==> src/indexed_insert_remove_array_top_macros.svh <==
// assertion macros for the insert/remove array
`ifndef INDEXED_INSERT_REMOVE_ARRAY_TOP_MACROS_SVH
`define INDEXED_INSERT_REMOVE_ARRAY_TOP_MACROS_SVH
`ifndef SYNTHESIS
`define IIRA_CHECK(lbl, clk, rstn, prop) \
  lbl: assert property (@(posedge clk) disable iff (!rstn) prop) \
    else $error("iira check failed");
`define IIRA_CHECK_NR(lbl, clk, prop) \
  lbl: assert property (@(posedge clk) prop) else $error("iira check failed");
`else
`define IIRA_CHECK(lbl, clk, rstn, prop)
`define IIRA_CHECK_NR(lbl, clk, prop)
`endif
`endif

==> src/iira_pkg.sv <==
// shared types and constants for the insert/remove array
`default_nettype none
package iira_pkg;
  localparam int DEF_CAPACITY = 16;
  localparam int CMD_W        = 3;
  localparam int IDX_W        = 5;
  localparam int LEN_W        = 5;
  localparam int DATA_W       = 32;

  localparam logic [LEN_W-1:0] START_LEN_RST = LEN_W'(5);

  localparam logic [CMD_W-1:0] CMD_FILL   = CMD_W'(0);
  localparam logic [CMD_W-1:0] CMD_READ   = CMD_W'(1);
  localparam logic [CMD_W-1:0] CMD_WRITE  = CMD_W'(2);
  localparam logic [CMD_W-1:0] CMD_INSERT = CMD_W'(3);
  localparam logic [CMD_W-1:0] CMD_REMOVE = CMD_W'(4);

  typedef enum logic [1:0] {
    ST_OK    = 2'd0,
    ST_RANGE = 2'd1,
    ST_FULL  = 2'd2
  } status_t;

  typedef enum logic [2:0] {
    OP_NONE,
    OP_FILL,
    OP_WRITE,
    OP_INSERT,
    OP_REMOVE
  } op_t;

  typedef struct packed {
    op_t                      op;
    logic [IDX_W-1:0]         idx;
    logic [LEN_W-1:0]         fill_n;
    logic signed [DATA_W-1:0] val;
  } cell_ctrl_t;
endpackage
`default_nettype wire

==> src/indexed_insert_remove_array_top.sv <==
// Ordered array of signed 32-bit entries held in a row of cells, one cell per entry.
// Fill, read, write, insert and remove are all handled alike: a command is accepted in
// every cycle that the result register is free or being emptied, and its result beat
// appears in the next cycle. This is possible because the cell row shifts every
// entry at once, and a single read select serves the entries an index can reach.
// Entry contents are undefined after reset and are never cleared; only the length
// resets (to zero), so no clearing pass is needed. start_length resets to 5.
`default_nettype none
module indexed_insert_remove_array_top import iira_pkg::*; #(
  parameter int CAPACITY = DEF_CAPACITY
) (
  input  wire                           clk,
  input  wire                           rst_n,
  input  wire                           cfg_wr_en,
  input  wire logic [LEN_W-1:0]         cfg_wr_data,
  input  wire                           in_valid,
  output logic                          in_stall,
  input  wire logic [CMD_W-1:0]         in_command,
  input  wire logic [IDX_W-1:0]         in_index,
  input  wire logic signed [DATA_W-1:0] in_value,
  output logic                          out_valid,
  input  wire                           out_stall,
  output logic signed [DATA_W-1:0]      out_read_value,
  output logic [1:0]                    out_status,
  output logic [LEN_W-1:0]              out_length
);
  logic [LEN_W-1:0]         start_len_r;
  logic                     out_valid_r;
  logic signed [DATA_W-1:0] rd_r;
  status_t                  status_r;
  logic [LEN_W-1:0]         len_r;
  logic                     acc;
  cell_ctrl_t               ctrl;
  status_t                  status;
  logic signed [DATA_W-1:0] rd_val;
  logic [LEN_W-1:0]         length;
  logic signed [DATA_W-1:0] entries [CAPACITY];

  assign in_stall = out_valid_r && out_stall;
  assign acc      = in_valid && !in_stall;

  iira_ctrl #(.CAPACITY(CAPACITY)) u_ctrl (
    .clk       (clk),
    .rst_n     (rst_n),
    .acc       (acc),
    .cmd       (in_command),
    .idx       (in_index),
    .val       (in_value),
    .start_len (start_len_r),
    .entries   (entries),
    .ctrl      (ctrl),
    .status    (status),
    .rd_val    (rd_val),
    .length    (length)
  );

  for (genvar g = 0; g < CAPACITY; g++) begin : g_cell
    logic signed [DATA_W-1:0] left_w;
    logic signed [DATA_W-1:0] right_w;
    if (g == 0) begin : g_first
      assign left_w = entries[g];
    end else begin : g_left
      assign left_w = entries[g-1];
    end
    if (g == CAPACITY - 1) begin : g_last
      assign right_w = entries[g];
    end else begin : g_right
      assign right_w = entries[g+1];
    end
    iira_cell #(.INDEX(g)) u_cell (
      .clk     (clk),
      .ctrl    (ctrl),
      .left_i  (left_w),
      .right_i (right_w),
      .data_o  (entries[g])
    );
  end

  always_ff @(posedge clk) begin
    if (!rst_n) begin
      start_len_r <= START_LEN_RST;
      out_valid_r <= 1'b0;
    end else begin
      if (cfg_wr_en) start_len_r <= cfg_wr_data;
      if (acc) out_valid_r <= 1'b1;
      else if (!out_stall) out_valid_r <= 1'b0;
    end
  end

  // result beat payload
  always_ff @(posedge clk) begin
    if (acc) begin
      rd_r     <= rd_val;
      status_r <= status;
      len_r    <= length;
    end
  end

  assign out_valid      = out_valid_r;
  assign out_read_value = rd_r;
  assign out_status     = status_r;
  assign out_length     = len_r;
endmodule
`default_nettype wire

==> src/iira_cell.sv <==
// one entry of the array, shifting with its neighbors
`default_nettype none
module iira_cell import iira_pkg::*; #(
  parameter int INDEX = 0
) (
  input  wire                       clk,
  input  wire cell_ctrl_t           ctrl,
  input  wire logic signed [DATA_W-1:0] left_i,
  input  wire logic signed [DATA_W-1:0] right_i,
  output logic signed [DATA_W-1:0]  data_o
);
  logic signed [DATA_W-1:0] data_r;
  logic signed [DATA_W-1:0] data_nxt;

  always_comb begin
    data_nxt = data_r;
    case (ctrl.op)
      OP_FILL: begin
        if (INDEX < int'(ctrl.fill_n)) data_nxt = ctrl.val;
      end
      OP_WRITE: begin
        if (INDEX == int'(ctrl.idx)) data_nxt = ctrl.val;
      end
      OP_INSERT: begin
        if (INDEX == int'(ctrl.idx)) data_nxt = ctrl.val;
        else if (INDEX > int'(ctrl.idx)) data_nxt = left_i;
      end
      OP_REMOVE: begin
        if (INDEX >= int'(ctrl.idx)) data_nxt = right_i;
      end
      default: data_nxt = data_r;
    endcase
  end

  always_ff @(posedge clk) begin
    data_r <= data_nxt;
  end

  assign data_o = data_r;
endmodule
`default_nettype wire

==> src/iira_ctrl.sv <==
// command decode, range checks, read select and live length
`default_nettype none
`include "indexed_insert_remove_array_top_macros.svh"
module iira_ctrl import iira_pkg::*; #(
  parameter int CAPACITY = DEF_CAPACITY
) (
  input  wire                           clk,
  input  wire                           rst_n,
  input  wire                           acc,
  input  wire logic [CMD_W-1:0]         cmd,
  input  wire logic [IDX_W-1:0]         idx,
  input  wire logic signed [DATA_W-1:0] val,
  input  wire logic [LEN_W-1:0]         start_len,
  input  wire logic signed [DATA_W-1:0] entries [CAPACITY],
  output cell_ctrl_t                    ctrl,
  output status_t                       status,
  output logic signed [DATA_W-1:0]      rd_val,
  output logic [LEN_W-1:0]              length
);
  localparam int CW   = $clog2(CAPACITY + 1);
  localparam int CMPW = (CW > IDX_W) ? CW : IDX_W;
  localparam int RD_N = (CAPACITY < (1 << IDX_W)) ? CAPACITY : (1 << IDX_W);
  localparam logic [CMPW-1:0] CAP_EXT = CMPW'(CAPACITY);

  logic [CW-1:0]            count_r;
  logic [CW-1:0]            count_nxt;
  logic [CMPW-1:0]          idx_ext;
  logic [CMPW-1:0]          cnt_ext;
  logic [CMPW-1:0]          start_ext;
  logic [CMPW-1:0]          len_ext;
  logic                     in_rng;
  logic signed [DATA_W-1:0] sel;
  op_t                      op;

  always_comb begin
    idx_ext   = CMPW'(idx);
    cnt_ext   = CMPW'(count_r);
    start_ext = CMPW'(start_len);
    in_rng    = idx_ext < cnt_ext;
    sel       = '0;
    for (int i = 0; i < RD_N; i++) begin
      if (idx_ext == CMPW'(i)) sel = entries[i];
    end
    op        = OP_NONE;
    status    = ST_OK;
    rd_val    = '0;
    count_nxt = count_r;
    unique case (cmd)
      CMD_FILL: begin
        op        = OP_FILL;
        count_nxt = (start_ext > CAP_EXT) ? CW'(CAPACITY) : CW'(start_ext);
      end
      CMD_READ: begin
        if (in_rng) rd_val = sel;
        else status = ST_RANGE;
      end
      CMD_WRITE: begin
        if (in_rng) op = OP_WRITE;
        else status = ST_RANGE;
      end
      CMD_INSERT: begin
        if (idx_ext > cnt_ext) begin
          status = ST_RANGE;
        end else if (cnt_ext == CAP_EXT) begin
          status = ST_FULL;
        end else begin
          op        = OP_INSERT;
          count_nxt = count_r + CW'(1);
        end
      end
      CMD_REMOVE: begin
        if (in_rng) begin
          op        = OP_REMOVE;
          count_nxt = count_r - CW'(1);
        end else begin
          status = ST_RANGE;
        end
      end
      default: op = OP_NONE;
    endcase
    len_ext     = CMPW'(count_nxt);
    length      = len_ext[LEN_W-1:0];
    ctrl.op     = acc ? op : OP_NONE;
    ctrl.idx    = idx;
    ctrl.fill_n = start_len;
    ctrl.val    = val;
  end

  always_ff @(posedge clk) begin
    if (!rst_n) begin
      count_r <= '0;
    end else if (acc) begin
      count_r <= count_nxt;
    end
  end

  `IIRA_CHECK(a_count_bound, clk, rst_n, count_r <= CW'(CAPACITY))
  `IIRA_CHECK(a_insert_grows, clk, rst_n,
    acc && cmd == CMD_INSERT && status == ST_OK |=> count_r == $past(count_r) + CW'(1))
  `IIRA_CHECK(a_hold_on_error, clk, rst_n, !(acc && status == ST_OK) |=> $stable(count_r))
  `IIRA_CHECK(a_full_at_cap, clk, rst_n, status == ST_FULL |-> count_r == CW'(CAPACITY))
endmodule
`default_nettype wire

==> config.mk <==
export PLATFORM = sky130hd
export DESIGN_NAME = indexed_insert_remove_array_top
export DESIGN_NICKNAME = d
export VERILOG_FILES = /design/src/iira_pkg.sv /design/src/indexed_insert_remove_array_top.sv /design/src/iira_cell.sv /design/src/iira_ctrl.sv
export VERILOG_INCLUDE_DIRS = /design/src /design/src/src
export SDC_FILE = /design/constraint.sdc
export NUM_CORES = 2
export LEC_CHECK = 0
export BUFFER_PORTS_ARGS = -buffer_cell sky130_fd_sc_hd__buf_2
export CAP_MARGIN = 20
export CORE_UTILIZATION = 38
export CTS_CLUSTER_DIAMETER = 30
export CTS_CLUSTER_SIZE = 8
export DETAILED_ROUTE_END_ITERATION = 12
export HOLD_SLACK_MARGIN = 0.05
export PLACE_DENSITY = 0.54
export SLEW_MARGIN = 20
export SYNTH_ARGS = -nofsm -noshare
export SYNTH_HDL_FRONTEND = slang
export SYNTH_SLANG_ARGS = --single-unit
==> constraint.sdc <==
create_clock -name clk -period 21.2 [get_ports clk]
set_clock_uncertainty 0.05 [all_clocks]
set_input_delay 2.12 -clock clk [delete_from_list [all_inputs] [get_ports clk]]
set_output_delay 2.12 -clock clk [all_outputs]
set_load 0.005 [all_outputs]
==> reports/qor.csv <==
stage,metric,value,unit
status,status,finished clean,
synthesis,ys.flop_type,edfxtp_1,
routing,drt-total-wl,133,mm
finish,seq_area,16800,µm²
worst_setup_path,path_cells,buf_2 -> buf_4 -> ha_1 -> nor2b_1 -> o2111ai_2 -> nand3_2 -> o31ai_4 -> buf_12 -> buf_12 -> buf_4 -> a21boi_0 -> a221o_1,
pwr,finalPower,3.91,mW
timing,drv_slew,0,
clock_network,cts_resized,0,
synthesis,synth_edf_count,551,
global_route,grt_max_degree,217,
worst_setup_path,crit_cells,12,
worst_setup_path,crit_type,in -> reg,
worst_setup_path,regToRegSetupSlack,15.59,ns
finish,syn_to_final_growth,19.2,%
routing,detail_route.wl_per_cell,31.8,µm
placement,pre_cts_slack,13.70,ns
routing,drt_iter0_drc,4275,
placement,port_buffers,90,
worst_setup_path,cp_top_family,buffers and inverters,
timing,timing.slew.headroom,0.201,
worst_setup_path,worst_setup_path_end_kind,register,
synthesis,ys_async_sr_fraction,0,
die,start_util,0.385,
synthesis,yosys.area_share.simple,0.0680,
worst_setup_path,reg2reg_to,g_cell[9].u_cell.data_o[13],
finish,post-route-util,0.458,
worst_setup_path,cp.arrival,7.32,ns
worst_setup_path,r2r_cells,11,
timing,rsz0062_at_grt,no,
synthesis,yosysWarnings,0,
global_route,grt_pass1_vias,27300,
timing,hold_ws,0.522,ns
worst_setup_path,crit_path_end,g_cell[9].u_cell.data_o[13],
global_route,gr-total-overflow,0,
timing,hold_viol_final,0,
hold_path,hold_path_class,reg -> reg,
worst_setup_path,r2r-start,u_ctrl.cnt_ext[1],
timing,max_freq,145,MHz
timing,setup_viol,0,
synthesis,syn-cell-area,32800,µm²
die,io_pins,91,
worst_setup_path,crit_fanout,201,
die,die-area,87600,µm²
synthesis,synth_cell_type_count,80,
synthesis,ys_seq_area_frac,0.510,
clock_network,cts_buffer_depth,3,
worst_setup_path,startpoint,in_index[1],
clock_network,cts_tree,done,
placement,dp_hpwl,78.7,mm
global_route,grt_pass1_wl,192,mm
clock_network,cts.htree.levels,4,
global_route,track_usage,0.297,
routing,routed_via_density,6.91,
clock_network,clock-sinks,562,
synthesis,synth_top_cell_by_area,edfxtp_1,
finish,final.fill_count,7801,
finish,num-nets-final,2962,
pwr,vdd_drop_max,0.0556,mV
timing,setup-tns-final,0,ns
die,die_w,296,µm
pwr,p_leak,13.7,nW
placement,placed_cell_area,34100,µm²
synthesis,synth_fa_ha_area_frac,0.00305,
synthesis,syn_avg_cell_area,11.3,µm²
clock_network,cts_inserted_buffers,149,
worst_setup_path,crit_required,21.62,ns
finish,design_area,39200,µm²
routing,vias,28900,
synthesis,synth_top_area_frac,0.504,
synthesis,muxShareOfSynthArea,0.0202,
synthesis,synth_top_family_by_area,compound AO/OA/AOI/OAI gates,
die,rows,107,
worst_setup_path,path_buf_inv,5,
timing,post-route-period-util,0.326,
clock_network,postCtsSetupRepairBufs,0,
synthesis,synth_cells,2913,
worst_setup_path,crit_slowest_cell,buf_4,
routing,post-route-drc-count,0,
synthesis,ys_ff_latch,562,
global_route,antenna_found_initial,9,
timing,fin_crit,6.90,ns
timing,worst_pin_slew,1.20,ns
placement,gp_congestion,0.883,
pwr,power.density,99.8,nW/µm²
synthesis,synth_compound_gate_area_share,0.348,
synthesis,synth_fp_nets,2971,
routing,drt_first_pass_iters,8,
placement,place_inst,3896,
worst_setup_path,startpoint_type,primary input,
synthesis,synth_xor_area_frac,0.000800,
timing,fin_ws,14.30,ns
routing,antenna_left,0,
clock_network,cts_hold_buf,0,
finish,final_cell_count_no_fill,4177,
clock_network,cts-root-buf,clkbuf_16,
die,die_h,296,µm
flow_run,cap_violations,0,
finish,layout-drive-gt1-share,0.168,
worst_setup_path,slowest_delay,0.74,ns
clock_network,clk_latency,0.74,ns
clock_network,cts.clk_slew.worst_paths,0.05,ns
finish,multiInputGateArea,14700,µm²
die,coreArea,85400,µm²
synthesis,synth_area_leaders,"edfxtp_1, a221o_1, a21boi_1",
[per-layer routing]
| layer | routed length, µm | vias to the layer above | track usage | part of all wire |
|---|---|---|---|---|
| met1 | 55800 | 14500 | 0.420 | 0.42 |
| met4 | 4090 | 4 | 0.104 | 0.031 |
| li1 | - | 12000 | - | - |
| met5 | 100 | - | 0.00776 | 0.00075 |
| met3 | 15800 | 305 | 0.0879 | 0.12 |
| met2 | 57000 | 2020 | 0.429 | 0.43 |
[area by class of cell]
| class | instances | share of cell area |
|---|---|---|
| tap | 1144 | 0.0366 |
| clock buffer | 178 | 0.0996 |
| clock inverter | 98 | 0.0274 |
| sequential | 562 | 0.428 |
| inverter | 19 | 0.00182 |
| antenna | 4 | 0.000256 |
| multi-input combinational | 1998 | 0.376 |
| timing repair buffer | 174 | 0.0298 |
[placed cells by master, fill, tap and decap left out, types with 79 or more instances in the layout]
master	n
a21boi_1	399
buf_2	89
a221o_1	455
o21ai_0	111
nor2_1	112
a21oi_1	110
nand2_1	220
edfxtp_1	551
clkbuf_16	151
buf_4	79
[cells in the mapped netlist (6+ instances only)]
library cell / count
a2111oi_0: 7
a211oi_1: 12
a21boi_0: 55
a21boi_1: 399
a21o_1: 28
a21oi_1: 111
a221o_1: 455
a221oi_1: 15
a22oi_1: 53
a311oi_1: 6
a31oi_1: 20
and2_1: 8
and3_1: 9
buf_1: 8
buf_2: 91
buf_4: 44
clkbuf_1: 187
dfxtp_1: 11
edfxtp_1: 551
ha_1: 8
inv_1: 17
mux2_2: 34
mux2i_1: 28
nand2_1: 221
nand2b_1: 6
nand3_1: 23
nand4_1: 16
nor2_1: 133
nor2b_1: 12
nor3_1: 25
o211ai_1: 9
o21a_1: 6
o21ai_0: 111
o21ai_1: 9
o21bai_1: 20
o221a_2: 17
o221ai_1: 18
o22ai_1: 33
or3_1: 9
[logic make-up (layout without fill, tap and decap cells)]
family	count (synthesis)	count (layout)
fa+ha+maj	8	8
flops	562	562
buf+inv	353	469
mux	62	62
compound gates	1428	1428
other cells	0	4
xor+xnor	3	3
simple gates	497	497
[state kept, by name (all words and copies together) (netlist names)]
register	count
g_cell.u_cell.data_o	512
out_length	5
out_read_value	32
out_status	2
out_valid	1
start_len_r	5
u_ctrl.cnt_ext	5
[power breakdown]
group	total, mW	leakage [nW]	internal, mW	switching [mW]
Combinational	0.320	6.10	0.119	0.200
Sequential	1.35	5.16	1.30	0.0496
Clock	2.24	2.42	1.52	0.720
Total	3.91	13.7	2.94	0.970
[worst register-to-register path, stage by stage, from the launching register on]
cell,delay (ns)
dfxtp_1,0.47
inv_1,0.19
ha_1,0.32
nor2b_1,0.16
o2111ai_2,0.43
nand3_2,0.51
o31ai_4,0.21
buf_12,0.64
buf_12,1.07
buf_4,0.77
a21boi_0,0.26
a221o_1,0.30
[worst min-delay path by stage]
stage | cells past startpoint | slack (ns) | endpoint | startpoint
6_report | 2 | 0.52 | g_cell[0].u_cell.data_o[18] | g_cell[1].u_cell.data_o[18]
3_3_place_gp | 2 | 0.51 | g_cell[0].u_cell.data_o[6] | g_cell[1].u_cell.data_o[6]
3_5_place_dp | 2 | 0.51 | g_cell[0].u_cell.data_o[30] | g_cell[1].u_cell.data_o[30]
5_1_grt | 1 | 0.55 | g_cell[1].u_cell.data_o[12] | g_cell[0].u_cell.data_o[12]
4_1_cts | 1 | 0.52 | g_cell[14].u_cell.data_o[29] | g_cell[15].u_cell.data_o[29]
2_1_floorplan | 2 | 0.48 | g_cell[0].u_cell.data_o[16] | g_cell[1].u_cell.data_o[16]
Power figures use the tool's default switching activity.
